==> config.mk <==
export PLATFORM = sky130hd
export DESIGN_NAME = month_calendar_grid
export DESIGN_NICKNAME = d
export VERILOG_FILES = /design/src/rtl/mcg_pkg.sv /design/src/rtl/month_calendar_grid.sv
export SDC_FILE = /design/constraint.sdc
export NUM_CORES = 1
export LEC_CHECK = 0
export BUFFER_PORTS_ARGS = -buffer_cell sky130_fd_sc_hd__buf_2
export CAP_MARGIN = 15
export CORE_MARGIN = 5
export CORE_UTILIZATION = 65
export CTS_CLUSTER_SIZE = 30
export DETAILED_ROUTE_END_ITERATION = 8
export PLACE_DENSITY = 0.83
export SYNTH_ARGS = -nofsm -noshare
export SYNTH_HDL_FRONTEND = slang
export SYNTH_SLANG_ARGS = --single-unit
==> constraint.sdc <==
create_clock -name clk -period 20.8 [get_ports clk]
set_clock_uncertainty 0.2 [all_clocks]
set_input_delay 4.16 -clock clk [delete_from_list [all_inputs] [get_ports clk]]
set_output_delay 4.16 -clock clk [all_outputs]
set_load 0.05 [all_outputs]
==> src/rtl/mcg_pkg.sv <==
`timescale 1ns / 1ps
// ----------------------------------------------------------------------------
// mcg_pkg: shared constants and tables for the month calendar grid
// Calendar constants, reciprocal constants for the shared multiplier and
// month tables used by the grid generator and its checker.
// ----------------------------------------------------------------------------
package mcg_pkg;

    // payload widths
    localparam int YEAR_W    = 14;
    localparam int MONTH_W   = 4;
    localparam int DAY_W     = 5;
    localparam int WDAY_W    = 3;
    localparam int IN_DATA_W  = 24;
    localparam int OUT_DATA_W = 8;

    // grid shape
    localparam int GRID_CELLS = 42;
    localparam int CELL_W     = 6;

    // calendar anchor: 1 jan 1900 is a monday, 460 leap years in 1..1899
    localparam int BASE_YEAR         = 1900;
    localparam int LEAPS_BEFORE_BASE = 460;
    localparam int JAN1_OFFSET       = BASE_YEAR + LEAPS_BEFORE_BASE - 1;

    // weekday codes
    localparam logic [WDAY_W-1:0] WDAY_SAT = 3'd6;

    // month codes
    localparam logic [MONTH_W-1:0] MONTH_JAN = 4'd1;
    localparam logic [MONTH_W-1:0] MONTH_DEC = 4'd12;

    // floor(x / 100) = (x * 5243) >> 19, exact for x below 43690
    localparam int RECIP_100       = 5243;
    localparam int RECIP_100_SHIFT = 19;
    // floor(x / 7) = (x * 37450) >> 18, exact for x below 43690
    localparam int RECIP_7         = 37450;
    localparam int RECIP_7_SHIFT   = 18;

    // shared multiplier operand widths
    localparam int MUL_A_W = 15;
    localparam int MUL_B_W = 16;
    localparam int MUL_P_W = MUL_A_W + MUL_B_W;

    // days in a month, zero for codes that name no month
    function automatic logic [DAY_W-1:0] month_length(input logic [MONTH_W-1:0] month,
                                                       input logic leap);
        logic [DAY_W-1:0] len;
        case (month)
            4'd1, 4'd3, 4'd5, 4'd7, 4'd8, 4'd10, 4'd12: len = 5'd31;
            4'd4, 4'd6, 4'd9, 4'd11:                   len = 5'd30;
            4'd2:                                      len = leap ? 5'd29 : 5'd28;
            default:                                   len = 5'd0;
        endcase
        return len;
    endfunction

    // days in the year before the first of the month, zero for bad codes
    function automatic logic [8:0] days_before(input logic [MONTH_W-1:0] month,
                                               input logic leap);
        logic [8:0] days;
        logic [8:0] extra;
        extra = (leap && month > 4'd2) ? 9'd1 : 9'd0;
        case (month)
            4'd1:    days = 9'd0;
            4'd2:    days = 9'd31;
            4'd3:    days = 9'd59;
            4'd4:    days = 9'd90;
            4'd5:    days = 9'd120;
            4'd6:    days = 9'd151;
            4'd7:    days = 9'd181;
            4'd8:    days = 9'd212;
            4'd9:    days = 9'd243;
            4'd10:   days = 9'd273;
            4'd11:   days = 9'd304;
            4'd12:   days = 9'd334;
            default: days = 9'd0;
        endcase
        if (month > MONTH_DEC)
        begin
            extra = 9'd0;
        end
        return days + extra;
    endfunction

endpackage

==> src/rtl/month_calendar_grid.sv <==
`timescale 1ns / 1ps
// ----------------------------------------------------------------------------
// month_calendar_grid: gregorian month calendar grid generator
// Takes a year and month and streams the 6 x 7 month grid, sunday first.
// ----------------------------------------------------------------------------
// Usage:
//   one request on the s_ channel carries a year and a month. The block
//   answers with 42 grid cells on the m_ channel, row by row, each holding a
//   day number (0 for a blank cell) and the weekday of the month's first day;
//   m_tlast marks the 42nd cell. A month code outside 1..12 gives a blank
//   grid with the weekday of january 1st.
//   Working order: the request is taken in idle, then the states ST_MUL_N,
//   ST_MUL_Y, ST_LEAP, ST_MUL_T and ST_REM make three passes through one
//   shared 15 x 16 multiplier (two divisions by 100 and one modulo 7, by
//   reciprocal), then the grid cells follow, one per cycle while m_tready
//   is high.
//   s_tready is high only while the block is idle; one request is in work
//   at a time.
//   A stall on m_tready holds the current cell; the sequence resumes when
//   the receiver takes it.
//   Reset returns the block to idle with no cell pending.
// ----------------------------------------------------------------------------
module month_calendar_grid
    import mcg_pkg::*;
(
    input  logic                  clk,
    input  logic                  rst_n,
    input  logic                  s_tvalid,
    output logic                  s_tready,
    input  logic [IN_DATA_W-1:0]  s_tdata,   // [13:0] year, [17:14] month, rest zero
    output logic                  m_tvalid,
    input  logic                  m_tready,
    output logic [OUT_DATA_W-1:0] m_tdata,   // [4:0] day_number, [7:5] first_weekday
    output logic                  m_tlast    // last_cell
);

    typedef enum logic [2:0] {
        ST_IDLE,
        ST_MUL_N,
        ST_MUL_Y,
        ST_LEAP,
        ST_MUL_T,
        ST_REM,
        ST_EMIT
    } state_t;

    state_t               state_reg,  state_next;
    logic [YEAR_W-1:0]    year_reg,   year_next;
    logic [MONTH_W-1:0]   month_reg,  month_next;
    logic [MUL_P_W-1:0]   prod_reg,   prod_next;
    logic [7:0]           qn_reg,     qn_next;
    logic [MUL_A_W-1:0]   total_reg,  total_next;
    logic [DAY_W-1:0]     len_reg,    len_next;
    logic [WDAY_W-1:0]    wday_reg,   wday_next;
    logic [CELL_W-1:0]    cell_reg,   cell_next;

    // shared multiplier
    logic [MUL_A_W-1:0]   mul_a;
    logic [MUL_B_W-1:0]   mul_b;
    logic [MUL_P_W-1:0]   mul_p;

    // leap and weekday arithmetic
    logic [7:0]           qy;
    logic [YEAR_W-1:0]    qy_x100;
    logic [YEAR_W-1:0]    year_m1;
    logic                 leap;
    logic [MUL_A_W-1:0]   leaps_n;
    logic [MUL_A_W-1:0]   jan1_sum;
    logic [12:0]          q7;
    logic [MUL_A_W-1:0]   q7_x7;
    logic [MUL_A_W-1:0]   rem7;

    // cell output
    logic [CELL_W-1:0]    diff;
    logic                 in_month;
    logic                 last;

    assign year_m1 = year_reg - 14'd1;

    // operand select for the shared multiplier
    always_comb
    begin
        unique case (state_reg)
            ST_MUL_N:
            begin
                mul_a = MUL_A_W'(year_m1);
                mul_b = MUL_B_W'(RECIP_100);
            end
            ST_MUL_Y:
            begin
                mul_a = MUL_A_W'(year_reg);
                mul_b = MUL_B_W'(RECIP_100);
            end
            default:
            begin
                mul_a = total_reg;
                mul_b = MUL_B_W'(RECIP_7);
            end
        endcase
    end

    assign mul_p = MUL_P_W'(mul_a) * MUL_P_W'(mul_b);

    // leap rule: century years need year / 100 divisible by 4
    assign qy      = prod_reg[RECIP_100_SHIFT +: 8];
    assign qy_x100 = (YEAR_W'(qy) << 6) + (YEAR_W'(qy) << 5) + (YEAR_W'(qy) << 2);
    assign leap    = (year_reg == qy_x100) ? (qy[1:0] == 2'd0) : (year_reg[1:0] == 2'd0);

    // leap years in 1..year-1, then day count from the anchor
    assign leaps_n  = MUL_A_W'(year_m1[YEAR_W-1:2]) - MUL_A_W'(qn_reg) + MUL_A_W'(qn_reg[7:2]);
    assign jan1_sum = (year_reg <= YEAR_W'(BASE_YEAR)) ? MUL_A_W'(1)
                    : MUL_A_W'(year_reg) + leaps_n - MUL_A_W'(JAN1_OFFSET);

    // remainder mod 7 from the reciprocal quotient
    assign q7    = prod_reg[RECIP_7_SHIFT +: 13];
    assign q7_x7 = (MUL_A_W'(q7) << 3) - MUL_A_W'(q7);
    assign rem7  = total_reg - q7_x7;

    // sequencer next state
    always_comb
    begin
        state_next = state_reg;
        year_next  = year_reg;
        month_next = month_reg;
        prod_next  = prod_reg;
        qn_next    = qn_reg;
        total_next = total_reg;
        len_next   = len_reg;
        wday_next  = wday_reg;
        cell_next  = cell_reg;
        unique case (state_reg)
            ST_IDLE:
            begin
                if (s_tvalid)
                begin
                    year_next  = s_tdata[YEAR_W-1:0];
                    month_next = s_tdata[YEAR_W +: MONTH_W];
                    state_next = ST_MUL_N;
                end
            end
            ST_MUL_N:
            begin
                prod_next  = mul_p;
                state_next = ST_MUL_Y;
            end
            ST_MUL_Y:
            begin
                qn_next    = prod_reg[RECIP_100_SHIFT +: 8];
                prod_next  = mul_p;
                state_next = ST_LEAP;
            end
            ST_LEAP:
            begin
                total_next = jan1_sum + MUL_A_W'(days_before(month_reg, leap));
                len_next   = month_length(month_reg, leap);
                state_next = ST_MUL_T;
            end
            ST_MUL_T:
            begin
                prod_next  = mul_p;
                state_next = ST_REM;
            end
            ST_REM:
            begin
                wday_next  = rem7[WDAY_W-1:0];
                cell_next  = '0;
                state_next = ST_EMIT;
            end
            ST_EMIT:
            begin
                if (m_tready)
                begin
                    if (last)
                    begin
                        state_next = ST_IDLE;
                    end
                    else
                    begin
                        cell_next = cell_reg + 6'd1;
                    end
                end
            end
            default:
            begin
                state_next = ST_IDLE;
            end
        endcase
    end

    // state and working registers
    always_ff @(posedge clk or negedge rst_n)
    begin
        if (!rst_n)
        begin
            state_reg <= ST_IDLE;
            year_reg  <= '0;
            month_reg <= '0;
            prod_reg  <= '0;
            qn_reg    <= '0;
            total_reg <= '0;
            len_reg   <= '0;
            wday_reg  <= '0;
            cell_reg  <= '0;
        end
        else
        begin
            state_reg <= state_next;
            year_reg  <= year_next;
            month_reg <= month_next;
            prod_reg  <= prod_next;
            qn_reg    <= qn_next;
            total_reg <= total_next;
            len_reg   <= len_next;
            wday_reg  <= wday_next;
            cell_reg  <= cell_next;
        end
    end

    // cell contents from the cell counter
    assign diff     = cell_reg - CELL_W'(wday_reg);
    assign in_month = (cell_reg >= CELL_W'(wday_reg)) && (diff < CELL_W'(len_reg));
    assign last     = (cell_reg == CELL_W'(GRID_CELLS - 1));

    assign s_tready = (state_reg == ST_IDLE);
    assign m_tvalid = (state_reg == ST_EMIT);
    assign m_tdata  = {wday_reg, in_month ? (diff[DAY_W-1:0] + 5'd1) : 5'd0};
    assign m_tlast  = last;

endmodule

==> impl_metrics.env <==
export IMPL_grt_start_max_net_pins=66
export IMPL_worst_slew_pin_slew_ns=1.08
export IMPL_largest_reg_flops=15
export IMPL_drv_slew=0
export IMPL_grt_pass1_wl_um=43400
export IMPL_drc=0
export IMPL_initialDrtViolationCount=655
export IMPL_multi_input_area_mm2=0.00841
export IMPL_use_met2_pct=46.5
export IMPL_row_count=47
export IMPL_critical_path_arrival_ns=8.21
export IMPL_layout_drive_gt1_share_pct=6.31
export IMPL_post_place_ws_ns=12.73
export IMPL_required_ns=20.83
export IMPL_postCtsSetupBuffers=0
export IMPL_fill_cells=1260
export IMPL_hpwl_um=21500
export IMPL_ys_seq_elements=65
export IMPL_clock_latency_ns=0.35
export IMPL_dieArea_mm2=0.0197
export IMPL_h_tree_depth=3
export IMPL_start_kind="flip-flop"
export IMPL_cp_end_kind="flip-flop"
export IMPL_netlist_area_mm2=0.0110
export IMPL_hold_slack_ns=0.280
export IMPL_synth_distinct_cells=63
export IMPL_clock_sinks=65
export IMPL_critPathMaxFanout=8
export IMPL_seq_area_mm2=0.00163
export IMPL_cts_root_buf="clkbuf_16"
export IMPL_hold_viol_final=0
export IMPL_status="finished clean"
export IMPL_finalSetupViolCount=0
export IMPL_cp_slowest_stage_delay_ns=0.60
export IMPL_avgRoutedWirePerCell_um=17.0
export IMPL_ys_seq_area_share_pct=14.7
export IMPL_worst_path_buf_inv=2
export IMPL_post_cts_resized=0
export IMPL_via_count=8861
export IMPL_gp_congestion=0.934
export IMPL_ios=39
export IMPL_layout_setup_ws_ns=12.61
export IMPL_timing_fmax_mhz=122
export IMPL_grt_util_met3_pct=4.23
export IMPL_max_slew_margin_rel_pct=28.1
export IMPL_clk_path_buf_depth=2
export IMPL_slowest_stage="nor3_1"
export IMPL_path_clk_slew_ns=0.06
export IMPL_crit_family="adder cells"
export IMPL_final_nets=1617
export IMPL_antenna_left=0
export IMPL_cts_tree="done"
export IMPL_core_area_mm2=0.0166
export IMPL_fin_crit_ns=8.19
export IMPL_diodes=0
export IMPL_max_cap_violations=0
export IMPL_synth_main_ff_cell="dfrtp_1"
export IMPL_fin_crit_sh_pct=39.4
export IMPL_antenna_found_initial=0
export IMPL_ys_async_sr_fraction_pct=100
export IMPL_path_cells="nor3_1, nand4_1, or3_1, xor2_1, o21ai_0, or2_2, fa_1, inv_1, fa_1, inv_1, fa_1, fa_1, fa_1, ha_1, ha_1, a211oi_1, o21ai_0, o211ai_1, a31oi_1, a211oi_4, o211ai_1, a21oi_1, xnor2_1, mux2_2"
export IMPL_min_path_type="flip-flop to flip-flop"
export IMPL_rsz0062_at_grt="false"
export IMPL_die_h_um=140
export IMPL_portBuffers=32
export IMPL_avgSynthCellArea_um2=8.67
export IMPL_cp_common_cell="fa_1"
export IMPL_fin_setup_tns_ns=0
export IMPL_routed_via_density=5.83
export IMPL_ys_warn_count=0
export IMPL_grt_met1_usage_pct=33.9
export IMPL_die_x_um=140
export IMPL_grt_usage_pct=27.0
export IMPL_grt_ovfl_total=0
export IMPL_top_usage_layer="met2"
export IMPL_wirelength_um=25800
export IMPL_firstDrtPassIters=5
export IMPL_synth_edff_count=0
export IMPL_critical_path_class="flip-flop to flip-flop"
export IMPL_cts_made_buffers=9
export IMPL_syn_inst=1274
export IMPL_initial_core_util_pct=66.3
export IMPL_grt_pass1_vias=9081
export IMPL_syn2layout_area_growth_pct=5.80
export IMPL_cts_hold_buffers=0
==> path summary, 6_finish.rpt <==
path	startpoint	end	slack [ns]	depth (start not counted)
max	year_reg[2]	prod_reg[25]	12.61	24
min	total_reg[10]	total_reg[10]	0.28	2
max reg2reg	year_reg[2]	prod_reg[25]	12.61	24
min reg2reg	total_reg[10]	total_reg[10]	0.28	2
max in group asynchronous	rst_n	wday_reg[1]	16.01	2
min in group asynchronous	rst_n	month_reg[3]	3.78	2
==> worst register-to-register path, delay by kind of cell (launching register included) <==
kind	cells	cell delay (ns)
fa+ha+maj	7	3.02
simple gates	4	1.85
mux	1	0.26
buf+inv	2	0.11
compound gates	8	1.70
xor+xnor	2	0.40
flops	1	0.54
==> cells in the mapped netlist (6+ instances only) <==
library cell	number	area [um2]
xnor2_1	67	587
nor2b_1	14	87.6
o22ai_1	6	37.5
ha_1	197	2460
nand4_1	9	56.3
a21o_1	18	135
o211ai_1	8	60.1
a211oi_1	8	60.1
mux2_2	12	135
nor3_1	26	130
nand2b_1	12	75.1
o21a_1	9	67.6
clkbuf_1	29	109
nand3_1	22	110
nand2_1	88	330
or3_1	9	56.3
xor2_1	35	307
a21oi_1	56	280
inv_1	233	875
fa_1	98	1960
o21ai_0	79	395
and2_1	12	75.1
dfrtp_1	65	1630
nor2_1	69	259
and3_1	10	62.6
==> final cells by class <==
type                            count  area share (%)
Clock buffer                        9            1.93
Inverter                          233            7.49
Sequential cell                    65            13.9
Timing Repair Buffer               38            1.76
Clock inverter                      7           0.525
Tap cell                          220            2.36
Multi-Input combinational cell    947            72.0
==> per-stage QoR <==
step	cell area, um2	util [%]	cells
4_1_cts	11700	70.2	1519
2_1_floorplan	11100	-	1281
3_5_place_dp	11400	68.5	1503
6_report	11700	70.2	1519
5_1_grt	11700	70.2	1519
3_3_place_gp	11400	68.5	1503
==> cells by family after synthesis <==
group,Yosys count,synth area share (%)
xor gates and xnor gates,102,8.09
DFF,65,14.7
muxes,17,1.68
and+or+nand+nor,296,13.1
AOI/OAI and AO/OA,228,13.0
buffers and inverters,269,9.30
adders and majority gates,295,40.1
other,2,0.0680
==> layout by cell type, fill, tap and decap left out, types with 32 or more instances in the layout <==
cell	count
xor2_1	35
nor2_1	69
inv_1	233
a21oi_1	56
nand2_1	88
ha_1	197
dfrtp_1	65
fa_1	98
buf_2	32
xnor2_1	67
o21ai_0	79
==> routing by layer <==
metal | up-vias | part of all wire (%)
met2 | 278 | 49
met4 | 0 | 3.7
li1 | 4237 | -
met3 | 67 | 6.0
met5 | - | 0
met1 | 4279 | 41
Power is left out: the tool's default activity adds up to more than one toggle a clock period on the data nets, which glitch-free logic cannot reach.
